**config.mk**
```make
export PLATFORM = sky130hd
export DESIGN_NAME = mfb_walker
export DESIGN_NICKNAME = d
export VERILOG_FILES = /design/src/rtl/mfb_pkg.sv /design/src/rtl/mfb_walker.sv
export VERILOG_INCLUDE_DIRS = /design/src /design/src/rtl
export SDC_FILE = /design/constraint.sdc
export NUM_CORES = 1
export LEC_CHECK = 0
export BUFFER_PORTS_ARGS = -buffer_cell sky130_fd_sc_hd__buf_2
export CORE_MARGIN = 3
export CORE_UTILIZATION = 59
export CTS_CLUSTER_DIAMETER = 40
export DETAILED_ROUTE_END_ITERATION = 16
export PLACE_DENSITY = 0.81
export SLEW_MARGIN = 15
export SYNTH_ARGS = -nofsm -noshare
export SYNTH_HDL_FRONTEND = slang
export SYNTH_SLANG_ARGS = --single-unit
```
**constraint.sdc**
```tcl
create_clock -name clk -period 2.7 [get_ports clk]
set_input_delay 0 -clock clk [delete_from_list [all_inputs] [get_ports clk]]
set_output_delay 0 -clock clk [all_outputs]
set_load 0.1 [all_outputs]
```
**src/rtl/assert_macros.svh**
```systemverilog
// shared assertion macros for the draw engine
`ifndef ASSERT_MACROS_SVH
`define ASSERT_MACROS_SVH

// same-cycle implication, held off while reset is asserted
`define MFB_ASSERT_IMPL(label, clk_sig, rstn_sig, ante, cons) \
    label: assert property (@(posedge clk_sig) disable iff (!rstn_sig) (ante) |-> (cons)) \
        else $error("same-cycle implication failed");

// next-cycle implication, held off while reset is asserted
`define MFB_ASSERT_NEXT(label, clk_sig, rstn_sig, ante, cons) \
    label: assert property (@(posedge clk_sig) disable iff (!rstn_sig) (ante) |=> (cons)) \
        else $error("next-cycle implication failed");

`endif

```
**src/rtl/mfb_pkg.sv**
```systemverilog
`default_nettype none

package mfb_pkg;

    localparam int COLUMNS_DEFAULT = 132;
    localparam int PAGES_DEFAULT   = 8;

    typedef enum logic [2:0] {
        CMD_POINT   = 3'd0,
        CMD_FILL    = 3'd1,
        CMD_OUTLINE = 3'd2,
        CMD_CLEAR   = 3'd3,
        CMD_READ    = 3'd4
    } cmd_t;

    typedef enum logic [2:0] {
        ST_INIT,
        ST_IDLE,
        ST_WALK,
        ST_CLEAR,
        ST_READ
    } state_t;

    // request to the byte walker
    typedef struct packed {
        logic       start;
        logic       outline;
        logic [7:0] xs;
        logic [7:0] ys;
        logic [7:0] xe;
        logic [7:0] ye;
    } walk_req_t;

    // one store byte to modify
    typedef struct packed {
        logic       valid;
        logic       last;
        logic [7:0] mask;
    } walk_slot_t;

endpackage

`default_nettype wire

```
**src/rtl/mfb_walker.sv**
```systemverilog
`default_nettype none
`include "assert_macros.svh"

module mfb_walker #(
    parameter int COLUMNS = mfb_pkg::COLUMNS_DEFAULT,
    parameter int PAGES   = mfb_pkg::PAGES_DEFAULT,
    localparam int CW = $clog2(COLUMNS),
    localparam int PW = (PAGES > 1) ? $clog2(PAGES) : 1,
    localparam int AW = CW + PW
) (
    input  wire logic               clk,
    input  wire logic               rst_n,
    input  wire mfb_pkg::walk_req_t req,
    output mfb_pkg::walk_slot_t     slot,
    output logic [AW-1:0]           addr
);

    localparam logic [7:0]    COL_MAX  = 8'(COLUMNS - 1);
    localparam logic [7:0]    ROW_MAX  = 8'(PAGES * 8 - 1);
    localparam logic [PW-1:0] PAGE_TOP = PW'(PAGES - 1);

    logic          active_reg, active_next;
    logic          outline_reg;
    logic [7:0]    col_reg, col_next, col_hi_reg;
    logic [PW-1:0] bank_reg, bank_next, bank_lo_reg, bank_hi_reg;
    logic [7:0]    xs_reg, xe_reg, ys_reg, ye_reg;

    // clipped ranges of the new request
    logic [7:0] col_lo, col_top, col_hi, row_lo, row_top, row_hi;
    logic       empty;

    always_comb
    begin
        if (req.outline)
        begin
            col_lo  = (req.xs < req.xe) ? req.xs : req.xe;
            col_top = (req.xs < req.xe) ? req.xe : req.xs;
            row_lo  = (req.ys < req.ye) ? req.ys : req.ye;
            row_top = (req.ys < req.ye) ? req.ye : req.ys;
        end
        else
        begin
            col_lo  = req.xs;
            col_top = req.xe;
            row_lo  = req.ys;
            row_top = req.ye;
        end
        col_hi = (col_top > COL_MAX) ? COL_MAX : col_top;
        row_hi = (row_top > ROW_MAX) ? ROW_MAX : row_top;
        empty  = (col_lo > col_hi) || (row_lo > row_hi);
    end

    // walk columns outer, row banks inner
    always_comb
    begin
        active_next = active_reg;
        col_next    = col_reg;
        bank_next   = bank_reg;
        if (req.start)
        begin
            active_next = !empty;
            col_next    = col_lo;
            bank_next   = row_lo[PW+2:3];
        end
        else if (active_reg)
        begin
            if (bank_reg == bank_hi_reg)
            begin
                bank_next = bank_lo_reg;
                col_next  = col_reg + 8'd1;
                if (col_reg == col_hi_reg)
                begin
                    active_next = 1'b0;
                end
            end
            else
            begin
                bank_next = bank_reg + PW'(1);
            end
        end
    end

    always_ff @(posedge clk or negedge rst_n)
    begin
        if (!rst_n)
        begin
            active_reg <= 1'b0;
        end
        else
        begin
            active_reg <= active_next;
        end
    end

    always_ff @(posedge clk)
    begin
        col_reg  <= col_next;
        bank_reg <= bank_next;
        if (req.start)
        begin
            outline_reg <= req.outline;
            col_hi_reg  <= col_hi;
            bank_lo_reg <= row_lo[PW+2:3];
            bank_hi_reg <= row_hi[PW+2:3];
            xs_reg      <= req.xs;
            xe_reg      <= req.xe;
            ys_reg      <= req.ys;
            ye_reg      <= req.ye;
        end
    end

    // row mask of the current byte; row 8*bank+k sits at bit 7-k
    logic       edge_col, inner_col;
    logic [7:0] row;

    always_comb
    begin
        row       = '0;
        edge_col  = !outline_reg || (col_reg == xs_reg) || (col_reg == xe_reg);
        inner_col = outline_reg && (col_reg > xs_reg) && (col_reg < xe_reg);
        slot.mask = '0;
        for (int k = 0; k < 8; k++)
        begin
            row = 8'({bank_reg, 3'(k)});
            slot.mask[7-k] = (edge_col && (row >= ys_reg) && (row <= ye_reg))
                          || (inner_col && ((row == ys_reg) || (row == ye_reg)));
        end
        slot.valid = active_reg;
        slot.last  = (bank_reg == bank_hi_reg) && (col_reg == col_hi_reg);
        addr       = {col_reg[CW-1:0], PAGE_TOP - bank_reg};
    end

    `MFB_ASSERT_NEXT(a_last_ends_walk, clk, rst_n, slot.valid && slot.last, !slot.valid)
    `MFB_ASSERT_IMPL(a_start_when_free, clk, rst_n, req.start, !active_reg)

endmodule

`default_nettype wire

```
# Yosys cells after proc, flatten, opt, wreduce, memory -nomap -nowiden
# Cells that the tools add are included.
# Widths: inputs -> output; s select.
# classes
n_mux	20
eq_ne	20
reduce_logical	51
add_sub_neg	3
order_cmp	24
# op_table
op	n
$eq 6x8->1	16
$mux 8	13
$ge 6x8->1	8
$le 6x8->1	8
$logic_and 1x1->1	27
$eq 8x8->1	3
$gt 8x8->1	3
$lt 8x8->1	3
$logic_or 1x1->1	19
$mux 3	3
$add 8x1->8 const B	1
$gt 8x6->1 const B	1
$gt 8x8->1 const B	1
$mux 1	4
$reduce_bool 2->1	2
$add 3x1->3 const B	1
$eq 3x3->1	1
$sub 3x3->3 const A	1
$logic_not 1->1	2
$reduce_and 2->1	1
# word_totals
output_inout_bits	21
word_cells	129
ff_bits	59

# Logic depth before layout (Yosys ltp)
# Gate-level depths: netlist of the first run.
# logic_depth
word_depth	9
depth_mapped	14
mapped_depth_nobuf	13

# Worst setup path after synthesis of the first run
# Ideal clock, no wire load.
# synth_timing
path_type	flip-flop to output port
startpoint	register bank_reg[0]
endpoint	output slot[7] (netlist bit)
arrival_ns	4.485
n_path_buf	0
required_ns	2.700
slack_ns	-1.785
stages_incl_launch_ff	8
cell_sequence	edfxtp_1 inv_1 ha_1 and4bb_2 nand3b_1 or3_1 o31a_1 o31ai_1
# synth_rtl
item	line	source
from (decl)	mfb_walker.sv:25	logic [PW-1:0] bank_reg, bank_next, bank_lo_reg, bank_hi_reg;
from (signal assigned)	mfb_walker.sv:98	bank_reg <= bank_next;
to (decl)	mfb_walker.sv:14	output mfb_pkg::walk_slot_t slot,

# Worst setup path after layout of the first run
# layout_timing
startpoint	input req[0] (netlist bit)
endpoint	register active_reg
# layout_between
elab_chain_len	9
elab_cells_between_ends	11
classes_between	order compare: 3; mux: 6; reduce/logical: 2
# layout_rtl
item	line	source
from (decl)	mfb_walker.sv:13	input wire mfb_pkg::walk_req_t req,
$lt 8x8->1	mfb_walker.sv:38, mfb_walker.sv:39	
$mux 8	mfb_walker.sv:39	row_top = (req.ys < req.ye) ? req.ye : req.ys;
$mux 8	mfb_walker.sv:34	if (req.outline)
$gt 8x6->1	mfb_walker.sv:49	row_hi = (row_top > ROW_MAX) ? ROW_MAX : row_top;
$mux 8	mfb_walker.sv:49	
$gt 8x8->1 *	mfb_walker.sv:50	empty = (col_lo > col_hi) || (row_lo > row_hi);
$logic_or 1x1->1 *	mfb_walker.sv:50	
$logic_not 1->1 *	mfb_walker.sv:61	active_next = !empty;
$mux 1 *	mfb_walker.sv:59	if (req.start)
net active_next	mfb_walker.sv:22	logic active_reg, active_next;
to (signal assigned)	mfb_walker.sv:91	active_reg <= active_next;
to (decl)	mfb_walker.sv:22	
# Mark *: on every way through the listed nets, which the timed path passes. The rest lies on a longest branch.
# A chain may end at the register's enable or synchronous reset.

==> metrics.txt, run 1 <==
Setup Skew=0.01392 ns; Cells after Synth=435; post-detail-place hpwl=9888 um; CP Max Fanout=7; Core Region=7447 um^2; Final period util=98.58%; final worst slack=0.03832 ns; Final min period=2.662 ns; CP max stage cell=dlygate4sd3_1; commonest cells after routing, fill and taps aside=buf_4, edfxtp_1, ha_1; final hold vios=0; Max-slew headroom=60.10%; clock buffer depth=2; delay of the slowest critical-path stage=0.52 ns; CTS root buffer=clkbuf_8; top_reg_cell synth=edfxtp_1; most common cell after layout, fill and taps aside=buf_4; post-synth cell types=61; clock slew at reported path FFs=0.08 ns; drt first pass iters=6; total wire length=15650 um; worst hold slack=0.01552 ns; initial core utilization=62.30%; Setup crit end kind=register; gr usage total=34.67%; n_diodes=0; Post-synth EDFFs=58; data required time of the critical path=2.95 ns; Area Overhead vs Synth=35.11%; Via density=6.601; Least-Margin Pin Slew=0.5985 ns; Psw=0.001461 W; Inserted Clock Buffers=9; htree depth=3; Crit path max-delay family=compound AO/OA/AOI/OAI gates; fillers=404; register area=1767 um^2; WP buf/inv=3; worst slack, placed=-0.2246 ns; Async S/R FF share, synth=1.695%; Clock Latency Late Sink=0.35 ns; status=complete, no violations; first-pass GRT wire length=23260 um; vias=4548; fin nets=677; DRC errors left=0; vias in the first global route=4386; VDD IR max=0.4432 mV; largest net degree at the start of global routing=47; Peak Freq=375.7 MHz; post-synthesis sequential area ratio=38.08%; post-layout util=84.17%; internal power=0.002123 W; FF+latch count, synth=59; Multi-input gate area=2900 um^2; Cell Area, Synth=4639 um^2; FP Rows=31; detail-routed net length per standard cell=22.71 um; worst hold path type=in2reg; Lkg Pwr=2.816 nW; Yosys Warn Count=0; first-iteration detailed-routing DRC count=501; crit-path cells=dlygate4sd3_1, buf_4, nand2b_1, a211o_1, o2111a_2, o21ai_4, buf_12, mux2_2, ha_4, nor2b_4, o211ai_1, a21oi_1, o21ai_2, a31o_2; I/O pin total=57; number of I/O port buffers=56; crit path kind=in2reg; Clock Sinks=59; fin. max-slew vios=0; syn avg cell area=10.67 um^2; sw frac=40.76%; Max Cap Viol=0; CP Launch Type=input port; Final ANT Viol Nets=0; final setup violation count=0; clock power share=22.8%; layout cells sized above 1=33.22%; Die Span Y=94.68 um; die width=94.68 um; Placer Congestion=0.9207; pwr dens=571.7 nW/um^2; die area=8963 um^2; Critical Path AT=2.91 ns; initial antenna violation count=0; GR Overflow Total=0; CTS tree=done; Flop pwr share=33.9%; Comb pwr share=43.3%
[final cells by class]
class,count,area share [%]
Multi-Input combinational cell,326,46.27
Sequential cell,59,28.18
Timing Repair Buffer,147,18.12
Inverter,42,2.515
Clock buffer,10,2.036
Tap cell,99,1.976
Clock inverter,6,0.8982
[routing by layer]
layer / vias to the layer above / part of all wire [%] / GRT usage, % / wire length, um
li1: 1950 / - / - / -
met1: 2145 / 37 / 44.30 / 5820
met2: 362 / 48 / 56.14 / 7439
met3: 91 / 10 / 6.773 / 1638
met4: 0 / 4.8 / 17.19 / 749
met5: - / 0 / 0 / 0
[power groups by stage]
| stage | Combinational (W) | Sequential, W | Clock [W] |
|---|---|---|---|
| after global placement | 0.00130 | 0.00122 | 0 |
| final | 0.00155 | 0.00122 | 0.000816 |
| after global routing | 0.00164 | 0.00122 | 0.000834 |
| after detailed placement | 0.00135 | 0.00123 | 0 |
| after CTS | 0.00142 | 0.00121 | 0.000767 |
| after floorplan | 0.000835 | 0.00133 | 0 |
[stage by stage]
stage / area [um^2] / setup TNS (ns) / std cells / power [W]
global placement: 5607 / -0.1904 / 634 / 0.002525
global route: 6269 / -0.06818 / 689 / 0.003694
finish: 6269 / 0 / 689 / 0.003584
CTS: 6120 / 0 / 682 / 0.003397
floorplan: 4816 / -2.846 / 436 / 0.002168
detailed placement: 5607 / -0.2246 / 634 / 0.002580
[worst register-to-register path, cell delays in order, from the launching register on]
cell and delay, ns:
edfxtp_1 0.46, buf_4 0.17, buf_4 0.14, xor2_1 0.18, nor3_1 0.32, mux2i_1 0.30
nor2_1 0.14, or4_1 0.59
[cell usage after synthesis, types with 10 or more instances]
master / number / area share, %
ha_1: 56 / 15
nand2_1: 10 / 0.81
a21oi_1: 15 / 1.6
mux2_4: 10 / 3.2
edfxtp_1: 58 / 38
nor2_1: 35 / 2.8
nand3_1: 16 / 1.7
o31ai_1: 10 / 1.6
xor2_1: 14 / 2.6
mux2i_1: 14 / 3.0
inv_1: 42 / 3.4
mux2_2: 15 / 3.6
o21ai_0: 15 / 1.6
[final timing paths]
check,start,to,slack (ns),cells after the start
min,req[21],ys_reg[5],0.02,2
min reg2reg,active_reg,bank_reg[2],0.74,1
max in group asynchronous,rst_n,active_reg,2.12,3
max reg2reg,bank_reg[1],bank_reg[2],0.15,7
max,req[0],active_reg,0.04,14
min in group asynchronous,rst_n,active_reg,0.47,3
[kinds of logic (layout without fill, tap and decap cells)]
| logic type | after synthesis | count (layout) | share of synthesized area, % |
|---|---|---|---|
| AO/OA/AOI/OAI | 91 | 91 | 14.45 |
| XOR/XNOR | 18 | 18 | 3.398 |
| adder cells (fa/ha/maj) | 56 | 56 | 15.10 |
| buffers and inverters | 52 | 205 | 4.881 |
| flip-flops | 59 | 59 | 38.08 |
| multiplexers | 40 | 40 | 10.14 |
| other | 1 | 2 | 0.08083 |
| AND/OR/NAND/NOR | 118 | 119 | 13.86 |
[repair_timing]
action	4_1_cts	5_1_grt
hold buffers	31	1
pin swaps	0	9
endpoints found under the setup margin	5	8
cloned	0	1
endpoints found under the hold margin	30	1
gates resized for setup	4	23
buffers inserted	1	6
Power figures use the tool's default switching activity.
==> run 2, diff against run 1 <==
--- a/config.mk
+++ b/config.mk
@@ -11,7 +11,7 @@
 export CORE_UTILIZATION = 59
 export CTS_CLUSTER_DIAMETER = 40
 export DETAILED_ROUTE_END_ITERATION = 16
-export PLACE_DENSITY = 0.81
+export PLACE_DENSITY = 0.89
 export SLEW_MARGIN = 15
 export SYNTH_ARGS = -nofsm -noshare
 export SYNTH_HDL_FRONTEND = slang
==> run 2 against run 1 <==
  * The flow now finishes with violations (setup timing)
  * Clock skew fell by 0.0046 ns
  * Register-to-register slack better by 0.12 ns
  * Sequential cell count is the same
  * Worst setup slack got worse by 0.24 ns
  * Combinational power grew 6%
  * Critical path depth grew 1
  * Sequential power hardly changed
  * Maximum frequency down 8.4%
  * Highest routed layer unchanged
==> metrics.txt, run 2 (synthesis gave the netlist of run 1 again) <==
status=complete, but fails checks; failing checks=setup timing; initial core utilization=62.30% (unchanged); post-detail-place hpwl=10500 um (+6.1%); Max-slew headroom=62.13% (+2.0 points); vias=4689 (+3.1%); die width=94.68 um (unchanged); Setup Skew=0.009296 ns (-0.004626 ns); Peak Freq=344.1 MHz (-8.4%); Comb pwr share=45.1% (+1.8 points); gr usage total=35.47% (+0.79 points); CP max stage cell=a221o_1; Psw=0.001494 W (+2.3%); commonest cells after routing, fill and taps aside=buf_4, edfxtp_1, ha_1, buf_2, inv_1; clock buffer depth=2 (unchanged); Critical Path AT=3.14 ns (+0.23 ns); sw frac=40.74% (about the same); Max Cap Viol=0 (unchanged); first-pass GRT wire length=23830 um (+2.4%); Placer Congestion=0.9499 (+3.2%); fin. max-slew vios=0 (unchanged); Final period util=107.6% (+9.1 points); pwr dens=575.1 nW/um^2 (+0.59%); Inserted Clock Buffers=9 (unchanged); RSZ-0062 raised after global routing=yes; Final min period=2.906 ns (+0.2447 ns); worst hold slack=0.007148 ns (-0.008370 ns); total wire length=16570 um (+5.9%); crit path kind=in2reg; final worst slack=-0.2064 ns (-0.2447 ns); internal power=0.002173 W (+2.4%); Clock Latency Late Sink=0.35 ns (about the same); clock slew at reported path FFs=0.07 ns (about the same); Least-Margin Pin Slew=0.5681 ns (-0.03044 ns); DRC errors left=0 (unchanged); crit-path cells=buf_2, inv_1, ha_1, and3_4, a221o_1, a22oi_4, buf_12, mux2i_1, or2_1, ha_4, nand3_2, o21bai_4, a31oi_1, o21ai_1, a31o_2; number of I/O port buffers=56 (unchanged); FP Rows=31 (unchanged); initial antenna violation count=1 (+1); CTS tree=done; htree depth=3 (unchanged); Core Region=7447 um^2 (unchanged); placed inst area=5629 um^2 (+0.40%); data required time of the critical path=2.93 ns (-0.02 ns); worst slack, placed=-0.3220 ns (-0.09743 ns); Flop pwr share=32.9% (-1.0 points); final setup violation count=1 (+1); clock power share=22.0% (-0.8 points); CP Max Fanout=7 (unchanged); CP Launch Type=input port; post-layout util=85.64% (+1.5 points); Area Overhead vs Synth=37.46%; Clock Sinks=59 (unchanged); Via density=6.796 (+3.0%); final instance area=6377 um^2 (+1.7%); VDD IR max=0.6027 mV (+36%); Die Span Y=94.68 um (unchanged); GR Overflow Total=0 (unchanged); slack of the worst reg-to-reg path=0.27 ns (+0.12 ns); Lkg Pwr=2.826 nW (+0.35%); WP buf/inv=3 (unchanged); worst hold path type=in2reg; Final ANT Viol Nets=0 (unchanged); final hold vios=0 (unchanged); largest net degree at the start of global routing=37 (-21%); first-iteration detailed-routing DRC count=692 (+38%); detail-routed net length per standard cell=24.01 um (+5.7%); vias in the first global route=4553 (+3.8%); Setup crit end kind=register; die area=8963 um^2 (unchanged); most common cell after layout, fill and taps aside=buf_4; Crit path max-delay family=compound AO/OA/AOI/OAI gates; drt first pass iters=5 (-1); setup_tns=-0.2064 ns (-0.2064 ns); layout cells sized above 1=36.78% (+3.6 points); CTS root buffer=clkbuf_8; I/O pin total=57 (unchanged); delay of the slowest critical-path stage=0.35 ns (-0.17 ns); fin nets=677 (unchanged)
[run 2: power groups by stage]
stage | clock network (W) | logic, W | registers [W]
2_1_floorplan | 0 | 0.000835 | 0.00133
3_3_place_gp | 0 | 0.00129 | 0.00122
3_5_place_dp | 0 | 0.00136 | 0.00123
4_1_cts | 0.000786 | 0.00145 | 0.00120
5_1_grt | 0.000838 | 0.00173 | 0.00121
6_report | 0.000809 | 0.00165 | 0.00121
[run 2: final timing paths]
check	end	depth (start not counted)	from
max in group asynchronous	active_reg	3	rst_n
hold reg to reg	bank_reg[1]	1	active_reg
hold / removal	xe_reg[2]	2	req[10]
min in group asynchronous	active_reg	3	rst_n
setup reg to reg	bank_reg[2]	6	bank_reg[0]
setup / recovery	active_reg	15	req[13]
[run 2: area by class of cell]
cell class	count	area [um^2]
multi-input combinational	325	2994
sequential	59	1767
timing repair buffer	148	1140
fill	328	1070
inverter	42	157.7
clock buffer	9	123.9
tap	99	123.9
clock inverter	7	68.82
antenna	1	2.502
[run 2: timing repair]
item | 4_1_cts | 5_1_grt
gates cloned | 0 | 1
gates resized for setup | 7 | 37
buffers inserted | 5 | 1
endpoints found under the setup margin | 8 | 9
hold buffers | 25 | 0
endpoints found under the hold margin | 24 | 0
pin swaps | 1 | 11
[run 2: per-layer routing]
| metal | global-route usage, % | vias up | part of all wire [%] |
|---|---|---|---|
| li1 | - | 1946 | - |
| met1 | 43.36 | 2187 | 35 |
| met2 | 58.78 | 439 | 47 |
| met3 | 7.092 | 117 | 11 |
| met4 | 19.23 | 0 | 6.4 |
| met5 | 0 | - | 0 |
[run 2: per-stage QoR]
stage               cells  power, W
floorplan             436  0.002168
global placement      641  0.002511
detailed placement    641  0.002591
CTS                   687  0.003441
global route          690  0.003773
finish                690  0.003668
